`config.mk`:
```
export PLATFORM = sky130hd
export DESIGN_NAME = button_click_double_hold_classifier
export DESIGN_NICKNAME = d
export VERILOG_FILES = /design/src/design/bcdh_pkg.sv /design/src/design/bcdh_core.sv /design/src/design/button_click_double_hold_classifier.sv
export SDC_FILE = /design/constraint.sdc
export NUM_CORES = 1
export LEC_CHECK = 0
export BUFFER_PORTS_ARGS = -buffer_cell sky130_fd_sc_hd__buf_2
export CAP_MARGIN = 20
export CORE_MARGIN = 8
export CORE_UTILIZATION = 40
export DETAILED_ROUTE_END_ITERATION = 6
export GPL_ROUTABILITY_DRIVEN = 0
export PLACE_DENSITY_LB_ADDON = 0.08
export SKIP_CTS_REPAIR_TIMING = 1
export SLEW_MARGIN = 20
export SYNTH_ARGS = -nofsm -noshare
export SYNTH_HDL_FRONTEND = slang
export SYNTH_SLANG_ARGS = --single-unit
export TNS_END_PERCENT = 20
```
`constraint.sdc`:
```
create_clock -name clk -period 5 [get_ports clk]
set_input_delay 0.5 -clock clk [delete_from_list [all_inputs] [get_ports clk]]
set_output_delay 0.5 -clock clk [all_outputs]
set_load 0.05 [all_outputs]
```
`src/design/bcdh_pkg.sv`:
```
`timescale 1ns / 1ps

package bcdh_pkg;

    // Event codes
    localparam logic [2:0] EV_NONE   = 3'd0;
    localparam logic [2:0] EV_PRESS  = 3'd1;
    localparam logic [2:0] EV_HOLD   = 3'd2;
    localparam logic [2:0] EV_SINGLE = 3'd3;
    localparam logic [2:0] EV_DOUBLE = 3'd4;

    // Lock modes
    localparam logic [1:0] LK_NONE   = 2'd0;
    localparam logic [1:0] LK_HOLD   = 2'd1;
    localparam logic [1:0] LK_FIRST  = 2'd2;
    localparam logic [1:0] LK_SECOND = 2'd3;

    // Register indexes
    localparam int unsigned CFG_IDX_W = 8;
    localparam logic [CFG_IDX_W-1:0] REG_RELEASED_VALUE = 8'd0;
    localparam logic [CFG_IDX_W-1:0] REG_PRESSED_VALUE  = 8'd1;
    localparam logic [CFG_IDX_W-1:0] REG_MIN_TICKS      = 8'd2;
    localparam logic [CFG_IDX_W-1:0] REG_MAX_TICKS      = 8'd3;

    // Reset values of the registers
    localparam logic [7:0] RELEASED_VALUE_RST = 8'd1;
    localparam logic [7:0] PRESSED_VALUE_RST  = 8'd0;
    localparam logic [7:0] MIN_TICKS_RST      = 8'd3;
    localparam logic [7:0] MAX_TICKS_RST      = 8'd100;

    typedef struct packed {
        logic [7:0] released_value;
        logic [7:0] pressed_value;
        logic [7:0] min_ticks;
        logic [7:0] max_ticks;
    } cfg_t;

    typedef struct packed {
        logic [7:0] pressed_ticks;
        logic [7:0] released_ticks;
        logic [7:0] previous_sample;
        logic [1:0] lock_mode;
    } state_t;

    typedef struct packed {
        logic [2:0] event_code;
        logic       level_pressed;
        logic       level_released;
        logic       edge_pressed;
        logic       edge_released;
    } result_t;

endpackage

```
`src/design/bcdh_core.sv`:
```
`timescale 1ns / 1ps

module bcdh_core
(
    input  logic [7:0]       sample,
    input  bcdh_pkg::cfg_t   cfg,
    input  bcdh_pkg::state_t state,
    output bcdh_pkg::state_t state_next,
    output bcdh_pkg::result_t result
);
    import bcdh_pkg::*;

    logic [7:0] pt;
    logic [7:0] rt;
    logic [1:0] lk;
    logic [2:0] ev;
    logic       lp;
    logic       lr;
    logic       ep;
    logic       er;
    logic       bumped;

    // Decisions in fixed order; a later event write wins
    always_comb
    begin
        pt     = state.pressed_ticks;
        rt     = state.released_ticks;
        lk     = state.lock_mode;
        ev     = EV_NONE;
        lp     = 1'b0;
        lr     = 1'b0;
        ep     = 1'b0;
        er     = 1'b0;
        bumped = 1'b0;

        // pressed step
        if (sample == cfg.pressed_value)
        begin
            lp = 1'b1;
            if (pt <= cfg.max_ticks && pt != 8'hFF)
            begin
                pt = pt + 8'd1;
                if (pt == cfg.max_ticks)
                begin
                    ev = EV_HOLD;
                    lk = LK_HOLD;
                end
            end
            if (state.previous_sample == cfg.released_value)
            begin
                ep = 1'b1;
                if (rt < cfg.min_ticks)
                begin
                    if (lk == LK_FIRST)
                        lk = LK_SECOND;
                end
                else
                begin
                    ev = EV_PRESS;
                end
                pt = 8'd0;
            end
        end

        // released step
        if (sample == cfg.released_value)
        begin
            lr = 1'b1;
            if (rt <= cfg.max_ticks && rt != 8'hFF)
            begin
                rt     = rt + 8'd1;
                bumped = 1'b1;
            end
            if (bumped)
            begin
                if (rt >= cfg.min_ticks && lk == LK_FIRST)
                begin
                    ev = EV_SINGLE;
                    lk = LK_NONE;
                end
                if (rt == cfg.max_ticks)
                    lk = LK_NONE;
            end
            if (state.previous_sample == cfg.pressed_value)
            begin
                er = 1'b1;
                if (lk != LK_HOLD)
                begin
                    if (pt >= cfg.min_ticks)
                    begin
                        ev = EV_SINGLE;
                        lk = LK_NONE;
                    end
                    else if (lk == LK_SECOND)
                    begin
                        ev = EV_DOUBLE;
                        lk = LK_NONE;
                    end
                    else
                    begin
                        lk = LK_FIRST;
                    end
                end
                else
                begin
                    lk = LK_NONE;
                end
                rt = 8'd0;
            end
        end
    end

    assign state_next.pressed_ticks   = pt;
    assign state_next.released_ticks  = rt;
    assign state_next.previous_sample = sample;
    assign state_next.lock_mode       = lk;

    assign result.event_code     = ev;
    assign result.level_pressed  = lp;
    assign result.level_released = lr;
    assign result.edge_pressed   = ep;
    assign result.edge_released  = er;

endmodule

```
`src/design/button_click_double_hold_classifier.sv`:
```
`timescale 1ns / 1ps

// Key click, double-click and hold classifier.
// Sample channel: one key sample per item on sample, qualified by
// sample_valid; an item is taken on a rising edge with sample_valid high
// and sample_stall low. Every item gives exactly one result item.
// Result channel: event_code plus four level/edge flags, held in an output
// register and qualified by result_valid; taken when result_stall is low.
// result_valid is set the cycle after acceptance. Throughput is one item per
// cycle unless stalled: classifier state and output register are updated in
// the same cycle the item is taken, so items may follow back to back.
// While the receiver stalls a waiting result, sample_stall is raised and the
// result is held; the next item is taken in the cycle the result is taken.
// Configuration: write channel cfg_valid/cfg_ready with cfg_index and
// cfg_data; cfg_ready is always high. Index 0 released value (also reloads
// the previous sample), 1 pressed value, 2 minimum ticks, 3 maximum ticks;
// other indexes are ignored. Write only while the block is idle.
// Reset (rst_n low, asynchronous) restores register defaults, clears the
// counters and lock mode and empties the output register.

module button_click_double_hold_classifier
(
    input  logic                          clk,
    input  logic                          rst_n,
    input  logic                          sample_valid,
    output logic                          sample_stall,
    input  logic [7:0]                    sample,
    output logic                          result_valid,
    input  logic                          result_stall,
    output logic [2:0]                    event_code,
    output logic                          level_pressed,
    output logic                          level_released,
    output logic                          edge_pressed,
    output logic                          edge_released,
    input  logic                          cfg_valid,
    output logic                          cfg_ready,
    input  logic [bcdh_pkg::CFG_IDX_W-1:0] cfg_index,
    input  logic [7:0]                    cfg_data
);
    import bcdh_pkg::*;

    cfg_t    cfg_reg;
    state_t  state_reg;
    state_t  state_next;
    result_t result_next;
    result_t result_reg;
    logic    result_valid_reg;
    logic    accept;
    logic    cfg_write;

    assign sample_stall = result_valid_reg & result_stall;
    assign accept       = sample_valid & ~sample_stall;
    assign cfg_ready    = 1'b1;
    assign cfg_write    = cfg_valid & cfg_ready;

    bcdh_core u_core
    (
        .sample     (sample),
        .cfg        (cfg_reg),
        .state      (state_reg),
        .state_next (state_next),
        .result     (result_next)
    );

    // Configuration registers
    always_ff @(posedge clk or negedge rst_n)
    begin
        if (!rst_n)
        begin
            cfg_reg.released_value <= RELEASED_VALUE_RST;
            cfg_reg.pressed_value  <= PRESSED_VALUE_RST;
            cfg_reg.min_ticks      <= MIN_TICKS_RST;
            cfg_reg.max_ticks      <= MAX_TICKS_RST;
        end
        else if (cfg_write)
        begin
            unique case (cfg_index)
                REG_RELEASED_VALUE: cfg_reg.released_value <= cfg_data;
                REG_PRESSED_VALUE:  cfg_reg.pressed_value  <= cfg_data;
                REG_MIN_TICKS:      cfg_reg.min_ticks      <= cfg_data;
                REG_MAX_TICKS:      cfg_reg.max_ticks      <= cfg_data;
                default:            ;
            endcase
        end
    end

    // Classifier state
    always_ff @(posedge clk or negedge rst_n)
    begin
        if (!rst_n)
        begin
            state_reg.pressed_ticks   <= 8'd0;
            state_reg.released_ticks  <= 8'd0;
            state_reg.previous_sample <= RELEASED_VALUE_RST;
            state_reg.lock_mode       <= LK_NONE;
        end
        else if (cfg_write && cfg_index == REG_RELEASED_VALUE)
        begin
            state_reg.previous_sample <= cfg_data;
        end
        else if (accept)
        begin
            state_reg <= state_next;
        end
    end

    // Output register valid
    always_ff @(posedge clk or negedge rst_n)
    begin
        if (!rst_n)
            result_valid_reg <= 1'b0;
        else if (accept)
            result_valid_reg <= 1'b1;
        else if (!result_stall)
            result_valid_reg <= 1'b0;
    end

    // Output payload, no reset needed
    always_ff @(posedge clk)
    begin
        if (accept)
            result_reg <= result_next;
    end

    assign result_valid   = result_valid_reg;
    assign event_code     = result_reg.event_code;
    assign level_pressed  = result_reg.level_pressed;
    assign level_released = result_reg.level_released;
    assign edge_pressed   = result_reg.edge_pressed;
    assign edge_released  = result_reg.edge_released;

endmodule
```
== Word-level counts from Yosys, hierarchy flattened ==
Cells that the tools add are included.
Storage, ports and cells
  bits in latches: 0
  word-level logic and storage cells: 97
  bits in read-only memories: 0
  bits in writable memories: 0
  memories kept: 0
  flip-flop bits (word level): 66
Cells by class
  equal/unequal tests: 16
  $add $sub $neg: 2
  magnitude comparators: 5
  multipliers: 0
  div/mod/pow operators: 0
  reductions and logical operators: 12
  shift operators: 0
  multiplexer cells: 44
  bitwise gates (word level): 4
Operator list (count)
  $mux 8: 7
  $eq 8x8->1: 6
  $mux 2: 17
  $mux 3: 11
  $add 8x1->8 const B: 2
  $eq 8x2->1 const B: 2
  $ge 8x8->1: 2
  $le 8x8->1: 2
  $ne 8x8->1 const B: 2
  $mux 10: 1
  $reduce_and 2->1: 5
  $eq 8x1->1 const B: 1
  $logic_not 8->1: 1
  $lt 8x8->1: 1
  $mux 1: 8
  $eq 2x2->1 const B: 3
  $logic_and 1x1->1: 4
  $ne 2x1->1 const B: 2
  $reduce_and 3->1: 1
  $and 1x1->1: 2
  $not 1->1: 2
  $reduce_bool 2->1: 1

== Logic depth before layout (Yosys ltp) ==
Gate-level depths: netlist (run 1).
  word-level depth: 24
  gate-level depth with buffers: 18
  gate-level depth less buffers: 18

== Hierarchy ==
A second synthesis (run 1) with hierarchy kept.
Unflattened totals
  cells, all modules: 483
  area, all modules: 4953.5 um^2
By module, submodules not included
  button_click_double_hold_classifier: instances 1, area each 2586.2 um^2, cells each 150, sequential area each 1695.4 um^2
  bcdh_core: instances 1, area each 2367.3 um^2, cells each 333, sequential area each 0.0 um^2

== Least setup slack after synthesis (run 1) ==
No wires, ideal clock.
  kind: flip-flop to flip-flop
  from: register cfg_reg[5] (netlist name)
  to: register result_reg, in the netlist event_code[0] (data pin)
  arrival: 3.533 ns
  cell stages (with the launch flop): 17
  buffers on the path: 0
  path slack: 1.202 ns
  cells stage by stage: dfstp_2 > inv_1 > ha_1 > nand4_1 > nor2_1 > o311ai_1 > a31o_2 > xnor2_1 > nand2b_1 > ha_1 > nand2b_1 > a21o_1 > a21oi_1 > o21ai_0 > o21ai_0 > and4b_1 > a211oi_2
RTL lines
  from (decl): line button_click_double_hold_classifier.sv:42  | cfg_t cfg_reg;
  to (signal assigned): line button_click_double_hold_classifier.sv:122  | result_reg <= result_next;
  to (decl): line button_click_double_hold_classifier.sv:46  | result_t result_reg;

== Final worst setup path (run 1) ==
  from: register cfg_reg[2] (netlist name)
  to: register result_reg, in the netlist event_code[2] (data pin)
On the way
  cells in the longest elaborated chain, start to end: 21
  elaborated cells on any way between the ends: 38
Ends and longest elaborated chain
  $le 8x8->1 / $eq 8x8->1 (equally long branches): line bcdh_core.sv:40, bcdh_core.sv:43
  $logic_and 1x1->1 / $mux 2 (equally long branches): line bcdh_core.sv:40, bcdh_core.sv:43
  $mux 2: line bcdh_core.sv:40  | if (pt <= cfg.max_ticks && pt != 8'hFF)
  $mux 2: line bcdh_core.sv:37  | if (sample == cfg.pressed_value)
  $eq 2x2->1: line bcdh_core.sv:54  | if (lk == LK_FIRST)
  $mux 2: line bcdh_core.sv:54
  $mux 2: line bcdh_core.sv:52  | if (rt < cfg.min_ticks)
  $mux 2: line bcdh_core.sv:49  | if (state.previous_sample == cfg.released_value)
  [5 not listed]
  $mux 2: line bcdh_core.sv:74  | if (bumped)
  $mux 2: line bcdh_core.sv:66  | if (sample == cfg.released_value)
  $eq 2x2->1: line bcdh_core.sv:94  | else if (lk == LK_SECOND)
  $mux 3: line bcdh_core.sv:94
  $mux 3: line bcdh_core.sv:89  | if (pt >= cfg.min_ticks)
  $mux 3: line bcdh_core.sv:87  | if (lk != LK_HOLD)
  $mux 3 *: line bcdh_core.sv:84  | if (state.previous_sample == cfg.pressed_value)
  $mux 3 *: line bcdh_core.sv:66
Every way passes the cells marked *; elsewhere a longest branch is shown, timed or not. The select of a mux whose other input is x is not followed.
A chain may end at the register's enable or synchronous reset.

==> metrics.md, run 1 <==
| Metric | Value |
|---|---|
| Signal arrival time at the worst endpoint | 4530 ps |
| Critical Path RT | 5100 ps |
| DR DRC count | 0 |
| XOR/XNOR Fraction of Synth Area | 0.0919 |
| Number of DRC violations after detailed-routing iteration 0 | 182 |
| Count of TritonRoute iterations in the first routing pass | 4 |
| Worst setup path class | flop to flop |
| Top Ports | 39 |
| Area fraction in and, or, nand and nor cells after synthesis | 0.192 |
| Commonest non-fill, non-tap cells in the layout | 52 x sky130_fd_sc_hd__dfrtp_1, 48 x sky130_fd_sc_hd__nand2_1, 46 x sky130_fd_sc_hd__xnor2_1 |
| Routed wire per std cell | 18.8 µm |
| Via density per instance | 5.43 |
| Worst Setup Start Kind | flop |
| Capturing element type of the critical path | flop |
| Status | finished, final reports clean |
| DR vias | 4,100 |
| Number of antenna violations at the first check in global routing | 0 |
| Setup repair after global routing missed its margin | false |
| Post-Syn Area per Cell | 9.31 µm² |
| Max Root-Sink Buffers | 2 |
| Number of global-route vias before repair | 4,151 |
| R2r setup slk | 580 ps |
| Leading area contributor after synthesis | sky130_fd_sc_hd__dfrtp_1 |
| Detailed Route WL | 14.2 mm |
| Startpoint of the worst-slack reg-to-reg timing path | cfg_reg[2]$_DFFE_PN1P_ |
| Hold violation count in the final report | 0 |
| Number of flops mapped to enable cells by yosys | 7 |
| Die boundary width | 128 µm |
| Count of unique library cells instantiated by Yosys | 70 |
| Setup_tns | 0 ps |
| Clock skew | 4.34 ps |
| Synthesized cell area | 5050 µm² |
| Core area | 12,500 µm² |
| CTS tree | done |
| Most common cell after layout, fill and taps aside | sky130_fd_sc_hd__dfrtp_1 |
| Fill cell instance count of the final layout | 1,203 |
| HPWL reported at the end of detailed placement | 11.0 mm |
| Sequential element share of the synthesized area | 0.335 |
| Depth of the most critical reg-to-reg path | 16 |
| Cell-by-cell trace of the critical path | inv_1, ha_1, nand3b_1, nand2_1, a21oi_1, o311ai_1, a31o_2, xnor2_1, nand2b_1, ha_1, nand2b_1, a21o_1, a21oi_1, o21ai_0, o21ai_0, nor4bb_1 |
| Reg2Reg Capture Point | event_code[2]$_SDFFCE_PP0P_ |
| Multiplexer area fraction after synthesis | 0.0775 |
| Largest family of logic cells by synthesized area | simple AND/OR/NAND/NOR gates |
| Largest net degree at the start of global routing | 60 |
| YS warnings | 0 |
| Relative slew slack | 0.395 |
| Num CTS Buffers | 9 |
| Die outline area | 16,500 µm² |
| Maximum ir drop on the vdd rail | 0.164 mV |
| Count of pins over their slew limit | 0 |
| Fin crit period | 4420 ps |
| Port buffer count | 37 |
| Number of core rows | 41 |
| Number of sinks on the clock net | 66 |
| # nets final | 648 |
| Area of the multi-input gates | 3130 µm² |
| FMAX | 0.226 GHz |
| Dominant cells by area after synthesis | sky130_fd_sc_hd__dfrtp_1 26%, sky130_fd_sc_hd__ha_1 10%, sky130_fd_sc_hd__xnor2_1 8.0%, sky130_fd_sc_hd__mux2_2 5.6%, sky130_fd_sc_hd__o21ai_0 4.4% |
| Largest register FFs | 32 |
| Arithmetic-cell share of the synthesized area counting full adders, half adders and majority gates | 0.102 |
| Post-synthesis net count | 613 |
| Max stage delay on crit path | 710 ps |
| Count of mapped cells out of synthesis | 543 |
| Path type of the worst min-delay path | input port to asynchronous set/reset pin |
| Worst-path maximum fanout | 7 |
| Fraction of layout cells with a size suffix above 1 | 0.197 |
| Worst Hold Margin | 348 ps |
| Number of nets still failing antenna checks after routing | 0 |
| Post-synthesis async set-or-reset flop share | 0.894 |
| Worst slew pin tran | 900 ps |
| Ratio of final minimum period to clock period | 0.884 |
| Leakage power total | 0.00245 µW |
| Initial standard-cell utilization of the core | 0.405 |
| Utilization after layout | 0.458 |
| Global-route wire length before repair | 22.4 mm |
| Primary FF master, synth | sky130_fd_sc_hd__dfrtp_1 |
| Die height | 128 µm |
| Final antenna diode count | 0 |
| Fraction of the mapped netlist area in compound gates | 0.156 |
| CTS root buf | sky130_fd_sc_hd__clkbuf_16 |
| Overall overflow remaining after global route | 0 |
| Finish-stage setup viols | 0 |
| Combined global-route utilization of all metal layers | 0.178 |
| Maximum capacitance violations | 0 |
| Seq cells post-synth | 66 |
| H-tree depth | 3 |
| Later-pin clock latency in the skew report | 330 ps |
| Cell area power density | 280 nW/µm² |
| Portion of synthesized cell area occupied by the leading cell type | 0.257 |
| Synth-to-Final Area Change | 13.0% |
| CTS clk-pin slew, worst paths | 50 ps |
| Register Area | 1700 µm² |
| Standard cell with the maximum stage delay on the critical path | sky130_fd_sc_hd__o311ai_1 |
kinds of logic after synthesis:
kind of cell / count (synthesis)
AO/OA/AOI/OAI: 122
XOR/XNOR: 53
adder cells (fa/ha/maj): 41
buffers and inverters: 53
flip-flops: 66
multiplexers: 36
other: 1
AND/OR/NAND/NOR: 171
cells in the mapped netlist (5+ instances only):
cell and instances:
sky130_fd_sc_hd__dfrtp_1 52, sky130_fd_sc_hd__nand2_1 48, sky130_fd_sc_hd__xnor2_1 46, sky130_fd_sc_hd__o21ai_0 44, sky130_fd_sc_hd__ha_1 41, sky130_fd_sc_hd__nor2_1 36
sky130_fd_sc_hd__inv_1 33, sky130_fd_sc_hd__mux2_2 25, sky130_fd_sc_hd__a21oi_1 19, sky130_fd_sc_hd__nand4_1 16, sky130_fd_sc_hd__mux2i_1 11, sky130_fd_sc_hd__o31ai_1 11
sky130_fd_sc_hd__clkbuf_1 10, sky130_fd_sc_hd__nand3_1 9, sky130_fd_sc_hd__dfstp_2 7, sky130_fd_sc_hd__edfxtp_1 7, sky130_fd_sc_hd__nand2b_1 7, sky130_fd_sc_hd__xor2_1 7
sky130_fd_sc_hd__a211oi_1 6, sky130_fd_sc_hd__a21o_1 6, sky130_fd_sc_hd__and2_1 6, sky130_fd_sc_hd__buf_2 6, sky130_fd_sc_hd__nor2b_1 6, sky130_fd_sc_hd__nor3_1 5
power breakdown:
part | total, µW | switching [µW] | internal, µW | leakage [µW]
clock | 671 | 235 | 436 | 0.000153
combinational | 314 | 182 | 131 | 0.00149
sequential | 616 | 38.9 | 577 | 0.000809
total | 1600 | 456 | 1140 | 0.00245
stage by stage:
step	area (µm²)	setup slack [ps]	total power, µW	instances
3_5_place_dp	5400	528	940	739
2_1_floorplan	5050	1200	841	543
6_report	5710	578	1600	755
4_1_cts	5710	492	1620	755
3_3_place_gp	5400	610	938	739
5_1_grt	5710	234	1680	755
per-layer routing:
metal  global-route usage  wire (µm)  part of all wire
met2                0.288       6620              0.47
met4               0.0692        334             0.024
met3               0.0257        362             0.026
met1                0.234       6860              0.48
met5                    0          0                 0
critical path, delay by kind of cell, from the launching register on:
kind	cells	cell delay [ps]
AOI/OAI and AO/OA	7	1930
and+or+nand+nor	5	870
adders and majority gates	2	610
DFF	1	550
xor gates and xnor gates	1	140
buffers and inverters	1	100
how the worst max path moves through the flow:
stage | startpoint | to | slack, ps | depth (start not counted)
floorplan | cfg_reg[5]$_DFFE_PN1P_ | event_code[0]$_DFFE_PP_ | 1200 | 16
global placement | cfg_reg[2]$_DFFE_PN1P_ | event_code[2]$_SDFFCE_PP0P_ | 610 | 16
detailed placement | cfg_reg[5]$_DFFE_PN1P_ | event_code[2]$_SDFFCE_PP0P_ | 530 | 15
CTS | cfg_reg[5]$_DFFE_PN1P_ | event_code[2]$_SDFFCE_PP0P_ | 490 | 15
global route | cfg_reg[2]$_DFFE_PN1P_ | event_code[2]$_SDFFCE_PP0P_ | 230 | 15
finish | cfg_reg[2]$_DFFE_PN1P_ | event_code[2]$_SDFFCE_PP0P_ | 580 | 16
cell type report:
| class | count | share of cell area |
|---|---|---|
| clock buffer | 11 | 0.0407 |
| clock inverter | 5 | 0.0138 |
| inverter | 33 | 0.0217 |
| multi-input combinational | 424 | 0.548 |
| sequential | 66 | 0.297 |
| tap | 172 | 0.0377 |
| timing repair buffer | 44 | 0.0416 |
Power figures use the tool's default switching activity.
==> run 2, diff against run 1 <==
Clock period 5 ns to 4.5 ns, I/O delays scaled along.
==> run 2 against run 1 <==
Non-clock buffer count rose by 8. Design area rose by 1.3%. Die area did not move. Cell count rose by 1.1%. Critical path depth fell by 2. Worst setup slack got worse by 160 ps. Hold slack got worse by 69 ps.
==> metrics.md, run 2 (synthesis gave the netlist of run 1 again) <==
| Metric | Value |
|---|---|
| Status | finished, final reports clean (unchanged) |
| Final std cell area, no fill | 5790 µm² (was 5710 µm²) |
| Crit path setup slack, layout | 413 ps (was 578 ps) |
| Cell type with the highest occurrence count on the critical path | sky130_fd_sc_hd__o21ai_0 |
| Number of antenna violations at the first check in global routing | 0 (unchanged) |
| Die outline area | 16,500 µm² (unchanged) |
| Detailed Route WL | 14.0 mm (was 14.2 mm) |
| Finish-stage setup viols | 0 (unchanged) |
| Combinational Power Share | 0.196 (about the same) |
| Combined global-route utilization of all metal layers | 0.180 (was 0.178) |
| Cell-by-cell trace of the critical path | inv_1, ha_1, nand4_1, o21ai_0, o311ai_1, buf_4, or4_1, o21ai_0, nor2_1, ha_1, or3_1, o21ai_0, and4b_1, a211oi_2 (was inv_1, ha_1, nand3b_1, nand2_1, a21oi_1, o311ai_1, a31o_2, xnor2_1, nand2b_1, ha_1, nand2b_1, a21o_1, a21oi_1, o21ai_0, o21ai_0, nor4bb_1) |
| Core area | 12,500 µm² (unchanged) |
| Clock network fraction of design power | 0.427 (was 0.419) |
| Worst-path maximum fanout | 6 (was 7) |
| Max stage delay on crit path | 600 ps (was 710 ps) |
| Internal power consumption | 1290 µW (was 1140 µW) |
| Ratio of final minimum period to clock period | 0.908 (was 0.884) |
| Reg2Reg Capture Point | event_code[0]$_DFFE_PP_ (was event_code[2]$_SDFFCE_PP0P_) |
| Largest net degree at the start of global routing | 60 (unchanged) |
| Worst slew pin tran | 821 ps (was 900 ps) |
| Setup_tns | 0 ps (unchanged) |
| Maximum ir drop on the vdd rail | 0.198 mV (was 0.164 mV) |
| Cell area power density | 312 nW/µm² (was 280 nW/µm²) |
| Routed wire per std cell | 18.4 µm (was 18.8 µm) |
| Critical Path RT | 4570 ps (was 5100 ps) |
| Post-placement cell count | 747 (was 739) |
| CTS root buf | sky130_fd_sc_hd__clkbuf_16 (unchanged) |
| Switching power | 514 µW (was 456 µW) |
| H-tree depth | 3 (unchanged) |
| R2r setup slk | 410 ps (was 580 ps) |
| Capturing element type of the critical path | flop (unchanged) |
| Largest register FFs | 32 (unchanged) |
| Max Root-Sink Buffers | 2 (unchanged) |
| Number of global-route vias before repair | 4,252 (was 4,151) |
| Later-pin clock latency in the skew report | 330 ps (about the same) |
| FMAX | 0.245 GHz (was 0.226 GHz) |
| Commonest non-fill, non-tap cells in the layout | 52 x sky130_fd_sc_hd__dfrtp_1, 48 x sky130_fd_sc_hd__nand2_1, 46 x sky130_fd_sc_hd__xnor2_1 (unchanged) |
| Depth of the most critical reg-to-reg path | 14 (was 16) |
| Hold violation count in the final report | 0 (unchanged) |
| Sequential share of power | 0.378 (was 0.385) |
| CTS tree | done (unchanged) |
| Fin crit period | 4090 ps (was 4420 ps) |
| # nets final | 656 (was 648) |
| Setup repair after global routing missed its margin | false (unchanged) |
| Die height | 128 µm (unchanged) |
| Count of TritonRoute iterations in the first routing pass | 4 (unchanged) |
| Startpoint of the worst-slack reg-to-reg timing path | cfg_reg[6]$_DFFE_PN1P_ (was cfg_reg[2]$_DFFE_PN1P_) |
| Final antenna diode count | 0 (unchanged) |
| DR DRC count | 0 (unchanged) |
| Most common cell after layout, fill and taps aside | sky130_fd_sc_hd__dfrtp_1 (unchanged) |
| Relative slew slack | 0.447 (was 0.395) |
| Die boundary width | 128 µm (unchanged) |
| Number of DRC violations after detailed-routing iteration 0 | 274 (was 182) |
| Initial standard-cell utilization of the core | 0.405 (unchanged) |
| Utilization after layout | 0.464 (was 0.458) |
| Fraction of layout cells with a size suffix above 1 | 0.212 (was 0.197) |
| Worst slack, placed | 501 ps (was 528 ps) |
| Port buffer count | 37 (unchanged) |
| Signal arrival time at the worst endpoint | 4160 ps (was 4530 ps) |
| Worst setup path class | flop to flop (unchanged) |
| Worst Setup Start Kind | flop (unchanged) |
| Number of nets still failing antenna checks after routing | 0 (unchanged) |
| Number of sinks on the clock net | 66 (unchanged) |
| Overall overflow remaining after global route | 0 (unchanged) |
| Sw frac | 0.284 (was 0.285) |
| Via density per instance | 5.46 (was 5.43) |
| Top Ports | 39 (unchanged) |
| Number of core rows | 41 (unchanged) |
| HPWL reported at the end of detailed placement | 11.0 mm (about the same) |
| Num CTS Buffers | 9 (unchanged) |
| Standard cell with the maximum stage delay on the critical path | sky130_fd_sc_hd__dfstp_2 (was sky130_fd_sc_hd__o311ai_1) |
| Final cell count without fillers | 763 (was 755) |
| Global-route wire length before repair | 23.1 mm (was 22.4 mm) |
| Maximum capacitance violations | 0 (unchanged) |
| Synth-to-Final Area Change | 14.5% (was 13.0%) |
| Area after DPL | 5460 µm² (was 5400 µm²) |
| Leakage power total | 0.00250 µW (was 0.00245 µW) |
| Clock skew | 10.6 ps (was 4.34 ps) |
| Path type of the worst min-delay path | input port to asynchronous set/reset pin (unchanged) |
| CTS clk-pin slew, worst paths | 60 ps (was 50 ps) |
| DR vias | 4,168 (was 4,100) |
| Count of pins over their slew limit | 0 (unchanged) |
-- run 2: area by class of cell --
type	count	area (µm²)
multi-input cells	424	3130
clock buffers	10	239
inverters	33	124
repair buffers	52	298
clock inverters	6	87.6
flip-flops and latches	66	1700
fillers	1192	6680
well taps	172	215
-- run 2: routing by layer --
layer / routed length [µm] / global-route usage / part of all wire
met5: 0 / 0 / 0
met2: 6430 / 0.288 / 0.46
met4: 311 / 0.0657 / 0.022
met3: 493 / 0.0285 / 0.035
met1: 6770 / 0.240 / 0.48
-- run 2: worst max path at each step --
stage,slack [ps],endpoint,startpoint
5_1_grt,70,event_code[1]$_DFFE_PP_,cfg_reg[7]$_DFFE_PN0P_
4_1_cts,470,event_code[0]$_DFFE_PP_,cfg_reg[7]$_DFFE_PN0P_
6_report,410,event_code[0]$_DFFE_PP_,cfg_reg[6]$_DFFE_PN1P_
3_5_place_dp,500,event_code[0]$_DFFE_PP_,cfg_reg[7]$_DFFE_PN0P_
2_1_floorplan,700,event_code[0]$_DFFE_PP_,cfg_reg[5]$_DFFE_PN1P_
3_3_place_gp,550,event_code[0]$_DFFE_PP_,cfg_reg[6]$_DFFE_PN1P_
-- run 2: critical path, delay by kind of cell (launching register included) --
family	cells	cell delay, ps
buffers and inverters	2	280
DFF	1	600
AOI/OAI and AO/OA	5	1100
adders and majority gates	2	490
and+or+nand+nor	5	1350
-- run 2: power groups by stage --
| stage | sequential, µW | combinational [µW] | clock [µW] |
|---|---|---|---|
| after floorplan | 694 | 240 | 0 |
| after global placement | 692 | 350 | 0 |
| after detailed placement | 693 | 354 | 0 |
| after CTS | 682 | 355 | 794 |
| after global routing | 688 | 391 | 819 |
| final | 683 | 354 | 771 |
-- run 2: stage by stage --
step	power, µW	hold slack, ps
finish	1810	279
global route	1900	312
CTS	1830	307
detailed placement	1050	495
global placement	1040	488
floorplan	934	154
==> run 3, diff against run 2 <==
Settings changed: CAP_MARGIN 20 to default, CORE_UTILIZATION 40 to 50.
==> run 3 against run 2 <==
Routed wire length is 5.6% lower. Largest power group is now sequential cells. Register-to-register slack better by 40 ps. Largest cell class unchanged. Total power down 14%. Highest routed layer unchanged. Count of clock-buffer cells in the layout unchanged.
==> metrics.md, run 3 (synthesis gave the netlist of run 1 again) <==
| Metric | Value |
|---|---|
| Met3 usage in global routing | 0.0336 (was 0.0285) |
| Number of DRC violations after detailed-routing iteration 0 | 245 (was 274) |
| Capturing element type of the critical path | flop (unchanged) |
| Later-pin clock latency in the skew report | 350 ps (was 330 ps) |
| Worst setup path class | flop to flop (unchanged) |
| DR vias | 4,203 (was 4,168) |
| Via density per instance | 5.81 (was 5.46) |
| Die outline area | 13,600 µm² (was 16,500 µm²) |
| DR DRC count | 0 (unchanged) |
| Worst-path maximum fanout | 7 (was 6) |
| Critical Path RT | 4600 ps (was 4570 ps) |
| Finish-stage setup viols | 0 (unchanged) |
| Number of sinks on the clock net | 66 (unchanged) |
| Buffers and inverters on the worst path | 1 (was 2) |
| Max stage delay on crit path | 600 ps (about the same) |
| Most common cell after layout, fill and taps aside | sky130_fd_sc_hd__dfrtp_1 (unchanged) |
| Signal arrival time at the worst endpoint | 4140 ps (was 4160 ps) |
| Combined global-route utilization of all metal layers | 0.208 (was 0.180) |
| Global-route wire length before repair | 22.0 mm (was 23.1 mm) |
| Number of antenna violations at the first check in global routing | 0 (unchanged) |
| Worst Setup Start Kind | flop (unchanged) |
| FMAX | 0.247 GHz (was 0.245 GHz) |
| Setup_tns | 0 ps (unchanged) |
| Ratio of final minimum period to clock period | 0.898 (was 0.908) |
| Final antenna diode count | 0 (unchanged) |
| Maximum capacitance violations | 0 (unchanged) |
| Cell area power density | 276 nW/µm² (was 312 nW/µm²) |
| Fill cell instance count of the final layout | 945 (was 1,192) |
| Largest net degree at the start of global routing | 60 (unchanged) |
| Met1 layer usage reported by global route | 0.271 (was 0.240) |
| Top delay family on crit path | compound AO/OA/AOI/OAI gates (was simple AND/OR/NAND/NOR gates) |
| Leakage power total | 0.00243 µW (was 0.00250 µW) |
| Number of nets still failing antenna checks after routing | 0 (unchanged) |
| Number of core rows | 36 (was 41) |
| Status | finished, final reports clean (unchanged) |
| Largest register FFs | 32 (unchanged) |
| Overall overflow remaining after global route | 0 (unchanged) |
| Count of TritonRoute iterations in the first routing pass | 5 (was 4) |
| Count of pins over their slew limit | 0 (unchanged) |
| # nets final | 655 (was 656) |
| Commonest non-fill, non-tap cells in the layout | 52 x sky130_fd_sc_hd__dfrtp_1, 48 x sky130_fd_sc_hd__nand2_1, 46 x sky130_fd_sc_hd__xnor2_1 (unchanged) |
| Max Root-Sink Buffers | 2 (unchanged) |
| Worst slew pin tran | 913 ps (was 821 ps) |
| Fraction of layout cells with a size suffix above 1 | 0.210 (was 0.212) |
| Hold violation count in the final report | 0 (unchanged) |
| HPWL reported at the end of detailed placement | 10.3 mm (was 11.0 mm) |
| Core area | 9770 µm² (was 12,500 µm²) |
| R2r setup slk | 460 ps (was 410 ps) |
| Routed wire per std cell | 18.3 µm (was 18.4 µm) |
| Num CTS Buffers | 9 (unchanged) |
| Die boundary width | 117 µm (was 128 µm) |
| Startpoint of the worst-slack reg-to-reg timing path | cfg_reg[5]$_DFFE_PN1P_ (was cfg_reg[6]$_DFFE_PN1P_) |
| Top Ports | 39 (unchanged) |
| Busiest layer in global routing | met2 (unchanged) |
| Standard cell with the maximum stage delay on the critical path | sky130_fd_sc_hd__dfstp_2 (unchanged) |
| Port buffer count | 37 (unchanged) |
| CTS tree | done (unchanged) |
| Reg2Reg Capture Point | event_code[0]$_DFFE_PP_ (unchanged) |
| Fin crit period | 4040 ps (was 4090 ps) |
| Cell-by-cell trace of the critical path | inv_1, ha_1, nand4_1, o21ai_0, o311ai_1, a31o_2, xnor2_1, nand2b_1, ha_1, nand2b_1, a21o_1, a21oi_1, o21ai_0, o211ai_1, a211oi_1, a211oi_1, a211oi_2 (was inv_1, ha_1, nand4_1, o21ai_0, o311ai_1, buf_4, or4_1, o21ai_0, nor2_1, ha_1, or3_1, o21ai_0, and4b_1, a211oi_2) |
| Die height | 117 µm (was 128 µm) |
| Synth-to-Final Area Change | 10.9% (was 14.5%) |
| CTS clk-pin slew, worst paths | 90 ps (was 60 ps) |
| Relative slew slack | 0.386 (was 0.447) |
| Setup repair after global routing missed its margin | false (unchanged) |
| H-tree depth | 3 (unchanged) |
| Path type of the worst min-delay path | input port to asynchronous set/reset pin (unchanged) |
| Clock skew | 12.0 ps (was 10.6 ps) |
| Detailed Route WL | 13.2 mm (was 14.0 mm) |
| Utilization after layout | 0.573 (was 0.464) |
| Depth of the most critical reg-to-reg path | 17 (was 14) |
| Number of global-route vias before repair | 4,325 (was 4,252) |
| Initial standard-cell utilization of the core | 0.517 (was 0.405) |
| GR Layer Usage met2 | 0.344 (was 0.288) |
| CTS root buf | sky130_fd_sc_hd__clkbuf_8 (was sky130_fd_sc_hd__clkbuf_16) |
| Maximum ir drop on the vdd rail | 0.180 mV (was 0.198 mV) |
run 3: cell types whose count changed in the layout (fill, tap and decap cells not counted), sizes merged:
cell	change
buf	-1
bufinv	-2
clkinv	-1
clkinvlp	+1
inv	+2
run 3: how the worst max path moves through the flow:
stage                                start                       to  slack (ps)  depth (start not counted)
detailed placement  cfg_reg[7]$_DFFE_PN0P_  event_code[0]$_DFFE_PP_         500                         16
finish              cfg_reg[5]$_DFFE_PN1P_  event_code[0]$_DFFE_PP_         460                         17
CTS                 cfg_reg[7]$_DFFE_PN0P_  event_code[0]$_DFFE_PP_         470                         17
floorplan           cfg_reg[5]$_DFFE_PN1P_  event_code[0]$_DFFE_PP_         700                         16
global route        cfg_reg[7]$_DFFE_PN0P_  event_code[1]$_DFFE_PP_         140                         17
global placement    cfg_reg[6]$_DFFE_PN1P_  event_code[0]$_DFFE_PP_         570                         15
run 3: where the power goes:
group / internal (µW) / total (µW) / switching, µW / leakage (µW)
combinational: 150 / 353 / 202 / 0.00152
sequential: 640 / 682 / 42.1 / 0.000809
clock: 242 / 513 / 271 / 0.000101
run 3: area by class of cell:
cell class                      instances  area (µm²)  share of cell area
Multi-Input combinational cell        424        3130               0.558
Clock buffer                           10         149              0.0266
Clock inverter                          6        50.0             0.00893
Inverter                               33         124              0.0221
Sequential cell                        66        1700               0.303
Timing Repair Buffer                   51         290              0.0518
Tap cell                              133         166              0.0297
run 3: per-layer routing:
metal | vias to the layer above | routed length (µm) | share of wire
met4 | 0 | 294 | 0.022
li1 | 2037 | - | -
met2 | 120 | 6300 | 0.48
met5 | - | 0 | 0
met1 | 2026 | 6090 | 0.46
met3 | 20 | 545 | 0.041
run 3: per-stage QoR:
step,hold WS [ps],total power (µW),instances,setup slack [ps],instance area (µm²)
2_1_floorplan,154,934,543,702,5050
6_report,255,1550,723,457,5600
4_1_cts,285,1550,723,467,5600
5_1_grt,308,1630,723,138,5600
3_3_place_gp,487,1040,707,569,5410
3_5_place_dp,496,1040,707,501,5410
